===== config.mk =====
export PLATFORM = sky130hd
export DESIGN_NAME = tdfd_scale
export DESIGN_NICKNAME = d
export VERILOG_FILES = /design/src/hdl/tdfd_pkg.sv /design/src/hdl/tdfd_scale.sv
export SDC_FILE = /design/constraint.sdc
export NUM_CORES = 1
export LEC_CHECK = 0
export BUFFER_PORTS_ARGS = -buffer_cell sky130_fd_sc_hd__buf_4
export CORE_MARGIN = 10
export CORE_UTILIZATION = 59
export DETAILED_ROUTE_END_ITERATION = 10
export PLACE_DENSITY = 0.81
export SYNTH_ARGS = -nofsm -noshare
export SYNTH_HDL_FRONTEND = slang
export SYNTH_SLANG_ARGS = --single-unit

===== constraint.sdc =====
create_clock -name clock -period 15.3 [get_ports clock]
set_clock_uncertainty 0.2 [all_clocks]
set_input_delay 3.06 -clock clock [delete_from_list [all_inputs] [get_ports clock]]
set_output_delay 3.06 -clock clock [all_outputs]
set_load 0.01 [all_outputs]

===== src/hdl/tdfd_pkg.sv =====
// shared types and constants for the toggle delta frame decoder
package tdfd_pkg;

   localparam int FRAME_COLS_DEF = 90;
   localparam int FRAME_ROWS_DEF = 68;

   localparam int BYTE_W   = 8;
   localparam int WORD_W   = 16;
   localparam int COUNT_W  = 15;
   localparam int DIV_BITS = 4;

   localparam logic [BYTE_W-1:0] DISPLAY_COLS_RST = 8'd40;
   localparam logic [BYTE_W-1:0] DISPLAY_ROWS_RST = 8'd19;

   localparam logic CSR_DISPLAY_COLS = 1'b0;
   localparam logic CSR_DISPLAY_ROWS = 1'b1;

   localparam logic ACT_STREAM = 1'b0;
   localparam logic ACT_READ   = 1'b1;

   localparam logic [1:0] STATUS_OK     = 2'd0;
   localparam logic [1:0] STATUS_ODD    = 2'd1;
   localparam logic [1:0] STATUS_RANGE  = 2'd2;
   localparam logic [1:0] STATUS_HALTED = 2'd3;

   localparam logic [1:0] PH_LEN_LO = 2'd0;
   localparam logic [1:0] PH_LEN_HI = 2'd1;
   localparam logic [1:0] PH_POS_LO = 2'd2;
   localparam logic [1:0] PH_POS_HI = 2'd3;

   typedef struct packed {
      logic              action;
      logic [BYTE_W-1:0] stream_byte;
      logic [BYTE_W-1:0] cell_col;
      logic [BYTE_W-1:0] cell_row;
   } req_type;

   typedef struct packed {
      logic [1:0] status;
      logic       frame_done;
      logic       pixel_lit;
   } rsp_type;

   typedef struct packed {
      logic start;
      logic busy;
   } scale_ctl_type;

endpackage


===== src/hdl/tdfd_scale.sv =====
// iterative nearest-neighbour scaler: floor((cell+1)*span/size)-1, clamped
module tdfd_scale import tdfd_pkg::*; #(
   parameter int SPAN = FRAME_COLS_DEF,
   localparam int IDX_W = (SPAN > 1) ? $clog2(SPAN) : 1
) (
   input  logic              clock,
   input  logic              reset,
   input  scale_ctl_type     ctl_in,
   output scale_ctl_type     ctl_out,
   input  logic [BYTE_W-1:0] cell_num,
   input  logic [BYTE_W-1:0] size,
   output logic [IDX_W-1:0]  index
);

   localparam int SPAN_W = $clog2(SPAN + 1);
   localparam int NUM_W  = BYTE_W + 1 + SPAN_W;
   localparam int STEPS  = (NUM_W + DIV_BITS - 1) / DIV_BITS;
   localparam int PAD_W  = STEPS * DIV_BITS;
   localparam int CNT_W  = $clog2(STEPS + 1);
   localparam logic [PAD_W-1:0] LAST_IDX = PAD_W'(SPAN - 1);

   logic [CNT_W-1:0]  cnt_ff, cnt_in;
   logic [PAD_W-1:0]  num_ff, num_in;
   logic [PAD_W-1:0]  quo_ff, quo_in;
   logic [BYTE_W-1:0] rem_ff, rem_in;
   logic [BYTE_W-1:0] div_ff, div_in;
   logic [PAD_W-1:0]  quo_dec;

   always_comb begin
      logic [BYTE_W:0]  t;
      logic [BYTE_W-1:0] r;
      logic [PAD_W-1:0] n;
      logic [PAD_W-1:0] q;
      cnt_in = cnt_ff;
      num_in = num_ff;
      quo_in = quo_ff;
      rem_in = rem_ff;
      div_in = div_ff;
      r = rem_ff;
      n = num_ff;
      q = quo_ff;
      for (int i = 0; i < DIV_BITS; i++) begin
         t = {r, n[PAD_W-1]};
         n = {n[PAD_W-2:0], 1'b0};
         if (t >= {1'b0, div_ff}) begin
            t = t - {1'b0, div_ff};
            q = {q[PAD_W-2:0], 1'b1};
         end else begin
            q = {q[PAD_W-2:0], 1'b0};
         end
         r = t[BYTE_W-1:0];
      end
      if (ctl_in.start) begin
         num_in = PAD_W'((32'(cell_num) + 32'd1) * SPAN);
         div_in = (size == '0) ? BYTE_W'(1) : size;
         rem_in = '0;
         quo_in = '0;
         cnt_in = CNT_W'(STEPS);
      end else if (cnt_ff != '0) begin
         num_in = n;
         quo_in = q;
         rem_in = r;
         cnt_in = cnt_ff - CNT_W'(1);
      end
   end

   always_ff @(posedge clock) begin
      if (reset) begin
         cnt_ff <= '0;
      end else begin
         cnt_ff <= cnt_in;
      end
   end

   always_ff @(posedge clock) begin
      num_ff <= num_in;
      quo_ff <= quo_in;
      rem_ff <= rem_in;
      div_ff <= div_in;
   end

   assign quo_dec = (quo_ff == '0) ? '0 : quo_ff - PAD_W'(1);
   assign index   = (quo_dec > LAST_IDX) ? LAST_IDX[IDX_W-1:0] : quo_dec[IDX_W-1:0];

   assign ctl_out.start = 1'b0;
   assign ctl_out.busy  = (cnt_ff != '0);

endmodule


Yosys cells after proc, flatten, opt, wreduce, memory -nomap -nowiden. Index checks and enable logic that the tools add are counted. Widths: inputs -> output; s select.

Flip-flop bits (word level): 50. Logic and storage cells: 38. Input port bits: 20.

Reduce and logical (&&, ||, !) cells: 5. Order comparisons: 5. $add $sub $neg: 7. Multiplexer cells: 14. $mul: 1.

Operator list (count): $mux 16 (3); $ge 9x8->1 (4); $mux 8 (4); $sub 8x8->8 (4); $gt 16x7->1 const B (1); $logic_not 16->1 (1); $sub 16x1->16 const B (1); $mul 9x6->15 const B (1); $add 8x1->9 const B (1); $logic_not 8->1 (1); $mux 7 (1); $mux 3 (2); $mux 1 (4); $reduce_bool 3->1 (1); $sub 3x1->3 const B (1); $reduce_bool 2->1 (1); $reduce_or 2->1 (1).

Logic depth before layout (Yosys ltp).
Depth after elaboration: 8. Depth in mapped cells: 39. Gate-level depth less buffers: 36.

Worst setup path after synthesis. Ideal clock, no wire load.

Kind: reg2reg. Start point: reg div_ff[4]. End point: reg rem_ff[3]. Cell stages (with the launch flop): 37. Path slack: 7326 ps. Data arrival time: 7688 ps. Library setup time: 86 ps. Path through: edfxtp_1 -> inv_1 -> ha_1 -> and2_4 -> a221o_1 -> a22oi_4 -> nand2_4 -> mux2_1 -> ha_1 -> and3_1 -> o21a_1 -> o31ai_1 -> nand2b_1 -> o211a_2 -> buf_4 -> nor2_1 -> a21oi_1 -> inv_1 -> ha_1 -> nor2b_1 -> o31a_1 -> o31ai_1 -> a31o_2 -> o211ai_1 -> a22o_4 -> buf_4 -> mux2_1 -> ha_1 -> or2_2 -> a21oi_1 -> a21oi_1 -> o221ai_1 -> o211ai_1 -> mux2i_1 -> mux2i_4 -> mux2i_1 -> a211oi_1.

Longest elaborated chain between the ends: 8. Elaborated cells on any way between the ends: 12. Classes of those cells: add/sub (4); order compare (4); mux (4).

RTL lines: from (decl) (RTL line tdfd_scale.sv:26) `logic [BYTE_W-1:0] div_ff, div_in;`; from (signal assigned) (RTL line tdfd_scale.sv:79) `div_ff <= div_in;`; $sub 8x8->8 / $ge 9x8->1 (equally long branches) (RTL line tdfd_scale.sv:46, tdfd_scale.sv:45); $mux 8 (RTL line tdfd_scale.sv:45) `if (t >= {1'b0, div_ff}) begin`; $sub 8x8->8 / $ge 9x8->1 (equally long branches) (RTL line tdfd_scale.sv:46, tdfd_scale.sv:45); $mux 8 (RTL line tdfd_scale.sv:45); $ge 9x8->1 / $sub 8x8->8 (equally long branches) (RTL line tdfd_scale.sv:45, tdfd_scale.sv:46); $mux 8 (RTL line tdfd_scale.sv:45); $sub 8x8->8 / $ge 9x8->1 (equally long branches) (RTL line tdfd_scale.sv:46, tdfd_scale.sv:45); $mux 8 (*) (RTL line tdfd_scale.sv:45); to (signal assigned) (RTL line tdfd_scale.sv:78) `rem_ff <= rem_in;`; to (decl) (RTL line tdfd_scale.sv:25) `logic [BYTE_W-1:0] rem_ff, rem_in;`.

Mark *: on every way between the ends. The rest lies on a longest branch, timed or not. A chain may end at the register's enable or synchronous reset.

Worst setup path in the final report.
Start point: reg div_ff[4]. End point: reg rem_ff[6].

The elaborated chain is that of the path after synthesis.

==> results.txt <==
----------------------------------------------------
[Setup path]
  Launch point of the worst reg-to-reg path ... div_ff[4]
  Largest stage delay on the critical path ... 440 ps
  Critical path class ... flip-flop to flip-flop
  Maximum fanout count along the critical path ... 14
  R2R cell count ... 35
  Reg2reg setup slack ... 5880 ps
  Kind of start point of the critical path ... flip-flop
  Crit path capture type ... flip-flop
  WP data required ... 15290 ps
  Critical path buffers and inverters ... 3
  Arrival time at the worst endpoint ... 9410 ps
  Endpoint of the lowest-slack register-to-register path ... rem_ff[6]
  Worst path top cell family by delay ... compound AO/OA/AOI/OAI gates
  Critical Path Source ... div_ff[4]
  Slowest CP cell ... o221ai_1

[Synth]
  Sequential fraction of the synthesis area ... 24.4%
  Library cells used by synthesis ... 66
  Number of enable-type register cells in the synthesized netlist ... 23
  Mapped Avg Cell Area ... 8.86 µm²
  Syn. warnings ... 0
  #FFs+latches synth ... 50
  Gate count of the mapped netlist ... 569
  Net count of the mapped netlist ... 668
  Netlist area before placement ... 5040 µm²
  Share of flip-flops with an asynchronous set or reset after synthesis ... 0%
  Most used flip-flop cell after synthesis ... dfxtp_1

[CTS]
  Number of setup buffers added after CTS ... 0
  Clock root cell ... clkbuf_8
  Depth of the CTS H-tree ... 2
  Number of buffers inserted by hold repair at cts ... 0
  Resized cells post-CTS ... 0
  CTS tree ... yes
  Clock transition at the register clock pins on the worst setup and hold paths after CTS ... 110 ps
  Cts bufs inserted ... 5
  CTS sink count ... 50
  Source-to-sink clock delay at the later pin of the worst-skew pair ... 320 ps
  Buffer levels on the longest clock path ... 2

[Route]
  Avg WL per Cell ... 16.3 µm
  Vias ... 4087
  ANT nets after route ... 0
  Post-route DRC ... 0
  Total wire length ... 11.2 mm
  Number of vias per cell ... 5.96
  Starting DRT DRC Count ... 341
  Router iterations before antenna repair ... 4

[Final layout]
  Area grow syn2layout ... 6.60%
  Net total in the final layout ... 679
  ANT cells ... 0
  Commonest non-fill, non-tap cell in the layout ... inv_1
  Proportion of layout cells with a drive suffix above 1 ... 10.5%
  Final Core Density ... 65.1%
  Most frequent cells in the layout ... 64 x inv_1, 63 x ha_1, 57 x nor2_1
  Post-route cell area ... 5380 µm²
  Fill cell count ... 711

[Timing]
  Final setup viols ... 0
  Share of the clock period used by the worst path ... 61.6%
  Measured slew at the worst slew-check pin ... 646 ps
  Slew HR ... 56.8%
  Final Critical Period ... 9420 ps
  Max Transition Viols Final ... 0
  Fin Setup TNS ... 0 ps
  Hold violation total from the final report ... 0
  RSZ-0062 raised after global routing ... no
  Max Freq ... 106 MHz

[Global routing]
  Overall global routing resource usage ... 17.8%
  Total global routing overflow ... 0
  Number of global-route vias before repair ... 4208
  Initial antenna violation count ... 0
  Maximum number of pins on one net before global-route repair ... 50
  Global-route wire length before repair ... 19.4 mm

[Run]
  Max_cap viols ... 0

[Floorplanning]
  Vertical die dimension ... 112 µm
  Total number of placement rows ... 33
  Die extent in x ... 112 µm
  Starting density of the core ... 61.1%
  Floorplan core area ... 8260 µm²
  Die area ... 12600 µm²
  Number of I/O pins ... 29

[Placed design]
  RePlAce Congestion ... 0.925
  Instance area at placement ... 5280 µm²
  HPWL Detailed ... 8.91 mm
  Port Buffers ... 26

[Outcome]
  Run status ... completed

[Hold path]
  Destination of the worst hold path ... quo_ff[14]
  Startpoint of the lowest-slack hold path ... quo_ff[14]
  Hold Crit Class ... flip-flop to flip-flop
  Number of cells on the worst hold path ... 2

----------------------------------------------------
area by class of cell:
cell class	count	area, µm²	share of cell area, %
Clock inverter	3	28.8	0.535
Clock buffer	5	68.8	1.28
Inverter	64	240	4.47
Timing Repair Buffer	27	203	3.77
Multi-Input combinational cell	432	3470	64.6
Sequential cell	50	1230	22.9
Tap cell	105	131	2.44
routing by layer:
layer | vias up | share of wire, % | global-route usage, % | wire, µm
met3 | 25 | 5.2 | 3.41 | 583
met4 | 0 | 2.2 | 7.70 | 247
li1 | 2024 | - | - | -
met5 | - | 0 | 0 | 0
met2 | 116 | 50 | 30.0 | 5570
met1 | 1922 | 43 | 21.6 | 4760
flip-flops by register name, summed over array words and instances, names as in the netlist:
register / flops
quo_ff: 16
div_ff: 8
cnt_ff: 3
rem_ff: 8
num_ff: 15
stage by stage:
step / hold WS (ps) / setup slack [ps] / instances
6_report: 302 / 5880 / 686
3_3_place_gp: 268 / 6400 / 678
5_1_grt: 350 / 5260 / 686
4_1_cts: 310 / 5990 / 686
3_5_place_dp: 293 / 6080 / 678
2_1_floorplan: 255 / 7330 / 569
logic make-up after synthesis:
group,synth area share [%]
AOI/OAI and AO/OA,15.7
xor gates and xnor gates,6.08
adders and majority gates,22.0
buffers and inverters,6.72
DFF,24.4
muxes,9.15
other,0.0744
and+or+nand+nor,15.9
worst reg2reg max path, delay by kind of cell, from the launching register on:
kind,cells,cell delay [ps]
adder cells (fa/ha/maj),4,1220
flip-flops,1,370
multiplexers,4,1310
buffers and inverters,3,370
AND/OR/NAND/NOR,7,1360
AO/OA/AOI/OAI,17,4440
how the worst max path moves through the flow:
stage,to,cells past startpoint,slack (ps)
global route,rem_ff[6],35,5260
detailed placement,rem_ff[6],35,6080
CTS,rem_ff[6],35,5990
finish,rem_ff[6],35,5880
global placement,rem_ff[6],34,6400
floorplan,rem_ff[3],36,7330
cell usage after synthesis, drive strengths merged, types with 3 or more instances:
cell type	number	area share, %
a211oi	10	1.5
a21boi	5	0.74
a21o	6	0.89
a21oi	29	2.9
a31oi	3	0.37
and2	6	0.79
and3	6	0.74
buf	7	0.77
clkbuf	16	1.2
dfxtp	27	11
edfxtp	23	14
fa	16	6.4
ha	63	16
inv	64	4.8
mux2	20	4.5
mux2i	22	4.6
nand2	27	2.2
nand2b	7	0.87
nand3	10	0.99
nand3b	3	0.45
nor2	57	4.2
nor2b	13	1.6
nor3	11	1.3
nor4	5	0.62
o21a	10	1.5
o21ai	23	2.3
o31ai	6	0.89
xnor2	26	4.5
xor2	9	1.6
Power is left out: the tool's default activity adds up to more than one toggle a clock period on the data nets, which glitch-free logic cannot reach.
